`config.mk`:
```
export PLATFORM = sky130hd
export DESIGN_NAME = smooth_weighted_round_robin
export DESIGN_NICKNAME = d
export VERILOG_FILES = /design/src/hdl/swrr_pkg.sv /design/src/hdl/smooth_weighted_round_robin.sv
export SDC_FILE = /design/constraint.sdc
export NUM_CORES = 1
export LEC_CHECK = 0
export CAP_MARGIN = 20
export CORE_AREA = 4 4 249 251
export CTS_BUF_LIST = sky130_fd_sc_hd__clkbuf_16
export DETAILED_ROUTE_END_ITERATION = 10
export DIE_AREA = 0 0 253 255
export DONT_BUFFER_PORTS = 1
export GPL_ROUTABILITY_DRIVEN = 0
export PLACE_DENSITY = 0.65
export SYNTH_ARGS = -nofsm -noshare
export SYNTH_HDL_FRONTEND = slang
export SYNTH_SLANG_ARGS = --single-unit
```
`constraint.sdc`:
```
create_clock -name i_clk -period 11 [get_ports i_clk]
set_clock_uncertainty 0.15 [all_clocks]
set_input_delay 2.2 -clock i_clk [delete_from_list [all_inputs] [get_ports i_clk]]
set_output_delay 2.2 -clock i_clk [all_outputs]
set_load 0.05 [all_outputs]
```
`src/hdl/swrr_pkg.sv`:
```
// Shared types, codes and defaults of the smooth weighted round-robin scheduler.
package swrr_pkg;

    localparam int DEF_MAX_ENTRIES = 16;
    localparam int DEF_WEIGHT_BITS = 8;

    // Fixed port field widths
    localparam int KIND_W   = 2;
    localparam int INDEX_W  = 4;
    localparam int WFIELD_W = 8;
    localparam int STATUS_W = 2;
    localparam int COUNT_W  = 5;

    // Running weight is a 16-bit two's complement value
    localparam int RW_W = 16;

    typedef enum logic [KIND_W-1:0] {
        KIND_SELECT = 2'd0,
        KIND_HEALTH = 2'd1,
        KIND_LOAD   = 2'd2
    } t_kind;

    typedef enum logic [STATUS_W-1:0] {
        ST_OK         = 2'd0,
        ST_NO_ENTRIES = 2'd1,
        ST_NO_HEALTHY = 2'd2,
        ST_BAD_INDEX  = 2'd3
    } t_status;

endpackage

```
`src/hdl/smooth_weighted_round_robin.sv`:
```
// Smooth weighted round-robin scheduler: entry table in a one-port-read memory.
//
// Channels:
//   Input (i_in_valid / o_in_ready): one command per transaction: select the
//   next entry, set an entry's health bit, or load an entry's weight and health
//   (a load also clears the entry's running weight).
//   Output (o_out_valid / i_out_ready): one result per command: status, chosen
//   index and chosen static weight.
//   Config (i_cfg_valid / o_cfg_ready): writes entry_count; always ready. The user
//   must write it only while no command is in flight; not enforced by the block.
// Operation (entry_count is clipped to the table depth):
//   A select scans one entry per cycle with a read-add-write-back, then drains
//   the read and writes the winner back before its result goes to the output.
//   Health and load are a read-modify-write of one entry.
//   Error cases (no entries, bad index, unknown kind) go straight to the output.
//   One command at a time; the next is taken in the cycle after the result loads.
// Reset: synchronous, active low. entry_count clears; per-entry valid bits clear
//   so every entry reads as weight 0, running weight 0, unhealthy.
// Stall: a result waits in the output register; the next command is taken
//   meanwhile, but its result waits until the output register is free.
module smooth_weighted_round_robin
    import swrr_pkg::*;
#(
    parameter int MAX_ENTRIES = DEF_MAX_ENTRIES,
    parameter int WEIGHT_BITS = DEF_WEIGHT_BITS
) (
    input  logic                i_clk,
    input  logic                i_rst_n,
    // command channel
    input  logic                i_in_valid,
    output logic                o_in_ready,
    input  logic [KIND_W-1:0]   i_kind,
    input  logic [INDEX_W-1:0]  i_entry_index,
    input  logic [WFIELD_W-1:0] i_weight,
    input  logic                i_healthy,
    // result channel
    output logic                o_out_valid,
    input  logic                i_out_ready,
    output logic [STATUS_W-1:0] o_status,
    output logic [INDEX_W-1:0]  o_chosen_index,
    output logic [WFIELD_W-1:0] o_chosen_weight,
    // configuration channel
    input  logic                i_cfg_valid,
    output logic                o_cfg_ready,
    input  logic [COUNT_W-1:0]  i_cfg_entry_count
);

    localparam int IDX_W = $clog2(MAX_ENTRIES);
    localparam int CNT_W = $clog2(MAX_ENTRIES + 1);
    localparam int CMP_W = CNT_W + COUNT_W + INDEX_W;
    localparam int TOT_W = WEIGHT_BITS + IDX_W;
    localparam int ADD_W = RW_W + 2;
    localparam int DIF_W = ((TOT_W > RW_W) ? TOT_W : RW_W) + 2;

    localparam logic signed [RW_W-1:0] RW_MAX = {1'b0, {(RW_W-1){1'b1}}};
    localparam logic signed [RW_W-1:0] RW_MIN = {1'b1, {(RW_W-1){1'b0}}};

    typedef struct packed {
        logic [WEIGHT_BITS-1:0] weight;
        logic signed [RW_W-1:0] rw;
        logic                   health;
    } t_entry;

    typedef enum logic [1:0] {
        S_IDLE,
        S_SCAN,
        S_RMW,
        S_OUT
    } t_state;

    // ------------------------------------------------------------------
    // Registers
    // ------------------------------------------------------------------
    t_state                  r_state, n_state;
    logic [COUNT_W-1:0]      r_entry_count;
    logic [MAX_ENTRIES-1:0]  r_vld;

    // captured command
    t_kind                   r_kind, n_kind;
    logic [INDEX_W-1:0]      r_idx, n_idx;
    logic [WEIGHT_BITS-1:0]  r_w, n_w;
    logic                    r_h, n_h;

    // scan state
    logic [CNT_W-1:0]        r_addr, n_addr;
    logic                    r_pv, n_pv;          // read data returns this cycle
    logic [IDX_W-1:0]        r_proc_addr, n_proc_addr;
    logic                    r_found, n_found;
    logic [IDX_W-1:0]        r_best_addr, n_best_addr;
    logic signed [RW_W-1:0]  r_best_rw, n_best_rw;
    logic [WEIGHT_BITS-1:0]  r_best_w, n_best_w;
    logic [TOT_W-1:0]        r_total, n_total;

    // pending result and output register
    t_status                 r_res_status, n_res_status;
    logic [INDEX_W-1:0]      r_res_idx, n_res_idx;
    logic [WFIELD_W-1:0]     r_res_w, n_res_w;
    logic                    r_out_valid, n_out_valid;
    t_status                 r_o_status, n_o_status;
    logic [INDEX_W-1:0]      r_o_idx, n_o_idx;
    logic [WFIELD_W-1:0]     r_o_w, n_o_w;

    // entry memory
    t_entry                  mem [MAX_ENTRIES];
    t_entry                  r_rd_data;
    logic                    r_rd_hit;

    // memory port controls
    logic                    rd_en;
    logic [IDX_W-1:0]        rd_addr;
    logic                    wr_en;
    logic [IDX_W-1:0]        wr_addr;
    t_entry                  wr_data;

    // datapath helpers
    logic [CNT_W-1:0]        n_active;
    logic [CMP_W-1:0]        cnt_ext;
    logic                    in_fire;
    logic                    idx_bad;
    t_entry                  rd_entry;
    logic signed [ADD_W-1:0] add_sum;
    logic signed [RW_W-1:0]  add_sat;
    logic signed [DIF_W-1:0] dif_sum;
    logic signed [RW_W-1:0]  dif_sat;

    assign o_in_ready      = (r_state == S_IDLE);
    assign o_cfg_ready     = 1'b1;
    assign o_out_valid     = r_out_valid;
    assign o_status        = r_o_status;
    assign o_chosen_index  = r_o_idx;
    assign o_chosen_weight = r_o_w;

    assign in_fire = i_in_valid && o_in_ready;

    // entries in use, clipped to the table depth
    assign cnt_ext  = CMP_W'(r_entry_count);
    assign n_active = (cnt_ext > CMP_W'(MAX_ENTRIES)) ? CNT_W'(MAX_ENTRIES)
                                                      : CNT_W'(r_entry_count);
    assign idx_bad  = (CMP_W'(i_entry_index) >= CMP_W'(n_active));

    // never-written entries read as all zero
    assign rd_entry = r_rd_hit ? r_rd_data : '0;

    // saturating add of the static weight into the running weight
    assign add_sum = ADD_W'(rd_entry.rw) + $signed(ADD_W'(rd_entry.weight));
    always_comb begin
        if ((&add_sum[ADD_W-1:RW_W-1]) || !(|add_sum[ADD_W-1:RW_W-1])) begin
            add_sat = add_sum[RW_W-1:0];
        end else if (add_sum[ADD_W-1]) begin
            add_sat = RW_MIN;
        end else begin
            add_sat = RW_MAX;
        end
    end

    // saturating subtract of the healthy weight sum from the winner
    assign dif_sum = DIF_W'(r_best_rw) - $signed(DIF_W'(r_total));
    always_comb begin
        if ((&dif_sum[DIF_W-1:RW_W-1]) || !(|dif_sum[DIF_W-1:RW_W-1])) begin
            dif_sat = dif_sum[RW_W-1:0];
        end else if (dif_sum[DIF_W-1]) begin
            dif_sat = RW_MIN;
        end else begin
            dif_sat = RW_MAX;
        end
    end

    // ------------------------------------------------------------------
    // Next-state logic
    // ------------------------------------------------------------------
    always_comb begin
        n_state      = r_state;
        n_kind       = r_kind;
        n_idx        = r_idx;
        n_w          = r_w;
        n_h          = r_h;
        n_addr       = r_addr;
        n_pv         = 1'b0;
        n_proc_addr  = r_proc_addr;
        n_found      = r_found;
        n_best_addr  = r_best_addr;
        n_best_rw    = r_best_rw;
        n_best_w     = r_best_w;
        n_total      = r_total;
        n_res_status = r_res_status;
        n_res_idx    = r_res_idx;
        n_res_w      = r_res_w;
        n_out_valid  = r_out_valid && !i_out_ready;
        n_o_status   = r_o_status;
        n_o_idx      = r_o_idx;
        n_o_w        = r_o_w;
        rd_en        = 1'b0;
        rd_addr      = r_addr[IDX_W-1:0];
        wr_en        = 1'b0;
        wr_addr      = r_proc_addr;
        wr_data      = rd_entry;

        case (r_state)
            S_IDLE: begin
                if (in_fire) begin
                    n_kind = t_kind'(i_kind);
                    n_idx  = i_entry_index;
                    n_w    = WEIGHT_BITS'(i_weight);
                    n_h    = i_healthy;
                    case (t_kind'(i_kind))
                        KIND_SELECT: begin
                            if (n_active == '0) begin
                                n_res_status = ST_NO_ENTRIES;
                                n_res_idx    = '0;
                                n_res_w      = '0;
                                n_state      = S_OUT;
                            end else begin
                                rd_en       = 1'b1;
                                rd_addr     = '0;
                                n_addr      = CNT_W'(1);
                                n_pv        = 1'b1;
                                n_proc_addr = '0;
                                n_found     = 1'b0;
                                n_total     = '0;
                                n_state     = S_SCAN;
                            end
                        end
                        KIND_HEALTH, KIND_LOAD: begin
                            if (idx_bad) begin
                                n_res_status = ST_BAD_INDEX;
                                n_res_idx    = i_entry_index;
                                n_res_w      = '0;
                                n_state      = S_OUT;
                            end else begin
                                rd_en   = 1'b1;
                                rd_addr = IDX_W'(i_entry_index);
                                n_state = S_RMW;
                            end
                        end
                        default: begin
                            n_res_status = ST_BAD_INDEX;
                            n_res_idx    = i_entry_index;
                            n_res_w      = '0;
                            n_state      = S_OUT;
                        end
                    endcase
                end
            end

            S_SCAN: begin
                // issue the next read while the previous one is processed
                if (r_addr < n_active) begin
                    rd_en       = 1'b1;
                    rd_addr     = r_addr[IDX_W-1:0];
                    n_addr      = r_addr + CNT_W'(1);
                    n_pv        = 1'b1;
                    n_proc_addr = r_addr[IDX_W-1:0];
                end
                if (r_pv) begin
                    if (rd_entry.health) begin
                        wr_en      = 1'b1;
                        wr_addr    = r_proc_addr;
                        wr_data    = rd_entry;
                        wr_data.rw = add_sat;
                        n_total    = r_total + TOT_W'(rd_entry.weight);
                        // strict compare keeps the lowest index on ties
                        if (!r_found || (add_sat > r_best_rw)) begin
                            n_found     = 1'b1;
                            n_best_addr = r_proc_addr;
                            n_best_rw   = add_sat;
                            n_best_w    = rd_entry.weight;
                        end
                    end
                end else begin
                    // scan drained: charge the winner with the weight sum
                    if (!r_found) begin
                        n_res_status = ST_NO_HEALTHY;
                        n_res_idx    = '0;
                        n_res_w      = '0;
                    end else begin
                        wr_en          = 1'b1;
                        wr_addr        = r_best_addr;
                        wr_data.weight = r_best_w;
                        wr_data.rw     = dif_sat;
                        wr_data.health = 1'b1;
                        n_res_status   = ST_OK;
                        n_res_idx      = INDEX_W'(r_best_addr);
                        n_res_w        = WFIELD_W'(r_best_w);
                    end
                    n_state = S_OUT;
                end
            end

            S_RMW: begin
                wr_en   = 1'b1;
                wr_addr = IDX_W'(r_idx);
                wr_data = rd_entry;
                wr_data.health = r_h;
                if (r_kind == KIND_LOAD) begin
                    wr_data.weight = r_w;
                    wr_data.rw     = '0;
                    n_res_w        = WFIELD_W'(r_w);
                end else begin
                    n_res_w        = WFIELD_W'(rd_entry.weight);
                end
                n_res_status = ST_OK;
                n_res_idx    = r_idx;
                n_state      = S_OUT;
            end

            S_OUT: begin
                if (!r_out_valid || i_out_ready) begin
                    n_out_valid = 1'b1;
                    n_o_status  = r_res_status;
                    n_o_idx     = r_res_idx;
                    n_o_w       = r_res_w;
                    n_state     = S_IDLE;
                end
            end

            default: begin
                n_state = S_IDLE;
            end
        endcase
    end

    // ------------------------------------------------------------------
    // State and registered outputs
    // ------------------------------------------------------------------
    always_ff @(posedge i_clk) begin
        if (!i_rst_n) begin
            r_state       <= S_IDLE;
            r_entry_count <= '0;
            r_vld         <= '0;
            r_pv          <= 1'b0;
            r_out_valid   <= 1'b0;
        end else begin
            r_state     <= n_state;
            r_pv        <= n_pv;
            r_out_valid <= n_out_valid;
            if (i_cfg_valid) begin
                r_entry_count <= i_cfg_entry_count;
            end
            if (wr_en) begin
                r_vld[wr_addr] <= 1'b1;
            end
        end
        r_kind       <= n_kind;
        r_idx        <= n_idx;
        r_w          <= n_w;
        r_h          <= n_h;
        r_addr       <= n_addr;
        r_proc_addr  <= n_proc_addr;
        r_found      <= n_found;
        r_best_addr  <= n_best_addr;
        r_best_rw    <= n_best_rw;
        r_best_w     <= n_best_w;
        r_total      <= n_total;
        r_res_status <= n_res_status;
        r_res_idx    <= n_res_idx;
        r_res_w      <= n_res_w;
        r_o_status   <= n_o_status;
        r_o_idx      <= n_o_idx;
        r_o_w        <= n_o_w;
    end

    // ------------------------------------------------------------------
    // Entry memory: one write, one registered read per cycle
    // ------------------------------------------------------------------
    always_ff @(posedge i_clk) begin
        if (wr_en) begin
            mem[wr_addr] <= wr_data;
        end
        if (rd_en) begin
            r_rd_data <= mem[rd_addr];
            r_rd_hit  <= r_vld[rd_addr];
        end
    end

endmodule

```
==> out/qor.yml <==
cts_tree: "built"
routedWlPerCell_um: 25.2
clk-insertion-delay-late_ps: 600
yosys.area_share.xor_xnor_pct: 1.51
clock-sinks: 544
first_iter_violations: 1654
numCtsBuffers: 55
synthAdderAreaFrac_pct: 3.09
drc: 0
fmax_mhz: 174
portBuffers: 0
cts_buffer_depth: 3
drv_slew: 0
p_leak_nw: 9.33
synth-compound-area-share_pct: 7.38
routed_wl_um: 60100
antenna_left: 0
synthToLayoutAreaGrowth_pct: 11.4
hold_buffers: 0
synth_seq_area_share_pct: 66.0
drive_above_1_share_pct: 17.4
status: "completed"
synth.avg_cell_area_um2: 16.0
fin_crit_sh_pct: 52.2
postCtsSetupBuffers: 0
setup_violations: 0
synth_cells: 1521
synth_top_family_by_area: "multiplexers"
rsz0062_at_grt: "false"
cp.required_ps: 11120
hold_class: "reg2reg"
p_per_area_nw_per_um2: 229
tightestPinTransition_ps: 1300
mappedNetlistArea_um2: 24400
period_minus_slack_ps: 5740
gr-usage-all-layers_pct: 18.5
synth-seq-cells: 544
initial_utilization_pct: 40.7
vias_per_cell: 5.77
startpoint_type: "flip-flop"
grt_pass1_vias: 13633
maxCapViolCount: 0
finalHoldViolations: 0
dp_hpwl_um: 35500
die_x_um: 253
fin_setup_tns_ps: 0
synth_nets: 1600
slew_headroom_pct: 13.1
rows: 90
worstSetupPathType: "reg2reg"
dr.pass1.iters: 5
grt_start_max_net_pins: 105
arrival_ps: 5870
synthFlopType: "edfxtp_1"
via_count: 13744
synth-simple-area-share_pct: 5.79
post-place-ws_ps: 4680
cp_max_fo: 50
finalPower_w: 0.00622
ctsResizeCount: 0
grt_first_pass_wirelength_um: 88600
synth.area.mux_share_pct: 13.3
dieHeight_um: 255
async_flop_share_pct: 0
fp.coreArea_um2: 59900
yosysWarnings: 0
path_clk_slew_ps: 60
cts_root_buffer: "clkbuf_16"
io_pins: 42
antenna_found_initial: 3
fin_nets: 1636
fp.dieArea_um2: 64500
irDropWorstVdd_mv: 0.129
cts.htree.levels: 2
synth_cell_types: 86
overflow: 0
cp-end-kind: "flip-flop"
setup_slack_ps: 5260
synth_edf_count: 519
-- final timing paths --
kind	start	to	slack [ps]	depth (start not counted)
setup / recovery	r_rd_hit	r_best_rw[0]	5260	21
hold / removal	r_res_w[6]	o_chosen_weight[6]	270	0
setup reg to reg	r_rd_hit	r_best_rw[0]	5260	21
hold reg to reg	r_res_w[6]	o_chosen_weight[6]	270	0
-- worst max-delay path, stage by stage (launching register included) --
cell and delay [ps]:
edfxtp_1 380, buf_4 300, nand2_1 180, inv_1 100, ha_1 230, maj3_2 340
o21a_1 190, o21a_1 250, o311ai_4 450, mux2i_1 640, buf_4 250, o21ai_0 100
and2_1 210, ha_1 300, o21a_1 120, o21a_1 110, o21a_1 100, o21ai_0 70
a21oi_1 200, o21ai_0 140, nor3_2 240, buf_4 330
-- stage by stage --
stage | utilization, % | hold slack (ps) | std cells | area (um^2)
finish | 45.3 | 266 | 2384 | 27100
global route | 45.3 | 276 | 2383 | 27100
CTS | 45.1 | 269 | 2371 | 27000
detailed placement | 42.3 | 255 | 2270 | 25300
global placement | 42.3 | 252 | 2269 | 25300
floorplan | - | 250 | 1521 | 24400
-- power breakdown --
part           switching (W)  leakage (nW)  internal, W
Sequential          0.000118          4.98      0.00267
Clock               0.000767         0.876      0.00100
Combinational        0.00107          3.47     0.000594
Total                0.00196          9.33      0.00426
-- cells in the mapped netlist, types with 31 or more instances --
cell / number / area, um^2
ha_1: 52 / 651
mux2i_1: 86 / 861
o21a_1: 31 / 233
clkbuf_1: 31 / 116
and2_1: 34 / 213
nand2_1: 103 / 387
nor2_1: 75 / 282
o21ai_0: 42 / 210
a21oi_1: 74 / 370
inv_1: 56 / 210
mux4_2: 100 / 2250
edfxtp_1: 519 / 15600
-- per-layer routing --
layer	global-route usage (%)	part of all wire [%]	vias up
li1	-	-	6019
met1	26.0	43	6983
met2	29.3	45	613
met3	3.40	8.2	127
met4	6.35	3.7	2
met5	0	0.022	-
-- flip-flops by register name, summed over array words and instances (netlist names), 2 cells and up --
register and flops:
r_best_w 8, r_res_idx 4, r_kind 2, r_state 2, r_best_rw 16, r_idx 4, o_chosen_index 4, r_res_w 8
r_addr 5, r_rd_data 25, r_best_addr 4, r_w 8, o_status 2, r_entry_count 5, r_total 12, r_proc_addr 4
r_vld 16, o_chosen_weight 8, r_res_status 2, mem 400
-- area by class of cell --
class                           count  area [um^2]
Inverter                           59          221
Timing Repair Buffer               49          388
Multi-Input combinational cell    848         7750
Fill cell                        5172        32800
Sequential cell                   544        16100
Clock buffer                       55         1380
Antenna cell                        1         2.50
Tap cell                          782          978
Clock inverter                     46          327
-- cell usage in the layout (no fill, tap or decap), types with 27 or more instances in the layout --
cell type	instances
a21oi_1	73
and2_1	34
buf_4	46
clkbuf_16	55
edfxtp_1	519
ha_1	52
inv_1	64
mux2i_1	86
mux4_2	100
nand2_1	102
nor2_1	59
o21a_1	31
o21ai_0	40
xnor2_1	27
-- logic make-up (layout without fill, tap and decap cells) --
| logic type | Yosys count | in the layout |
|---|---|---|
| compound gates | 262 | 262 |
| fa+ha+maj | 60 | 60 |
| mux | 192 | 192 |
| xor+xnor | 42 | 42 |
| simple gates | 291 | 291 |
| other cells | 1 | 2 |
| buf+inv | 129 | 209 |
| flops | 544 | 544 |
Note: power is estimated with default switching activity, not from simulation.
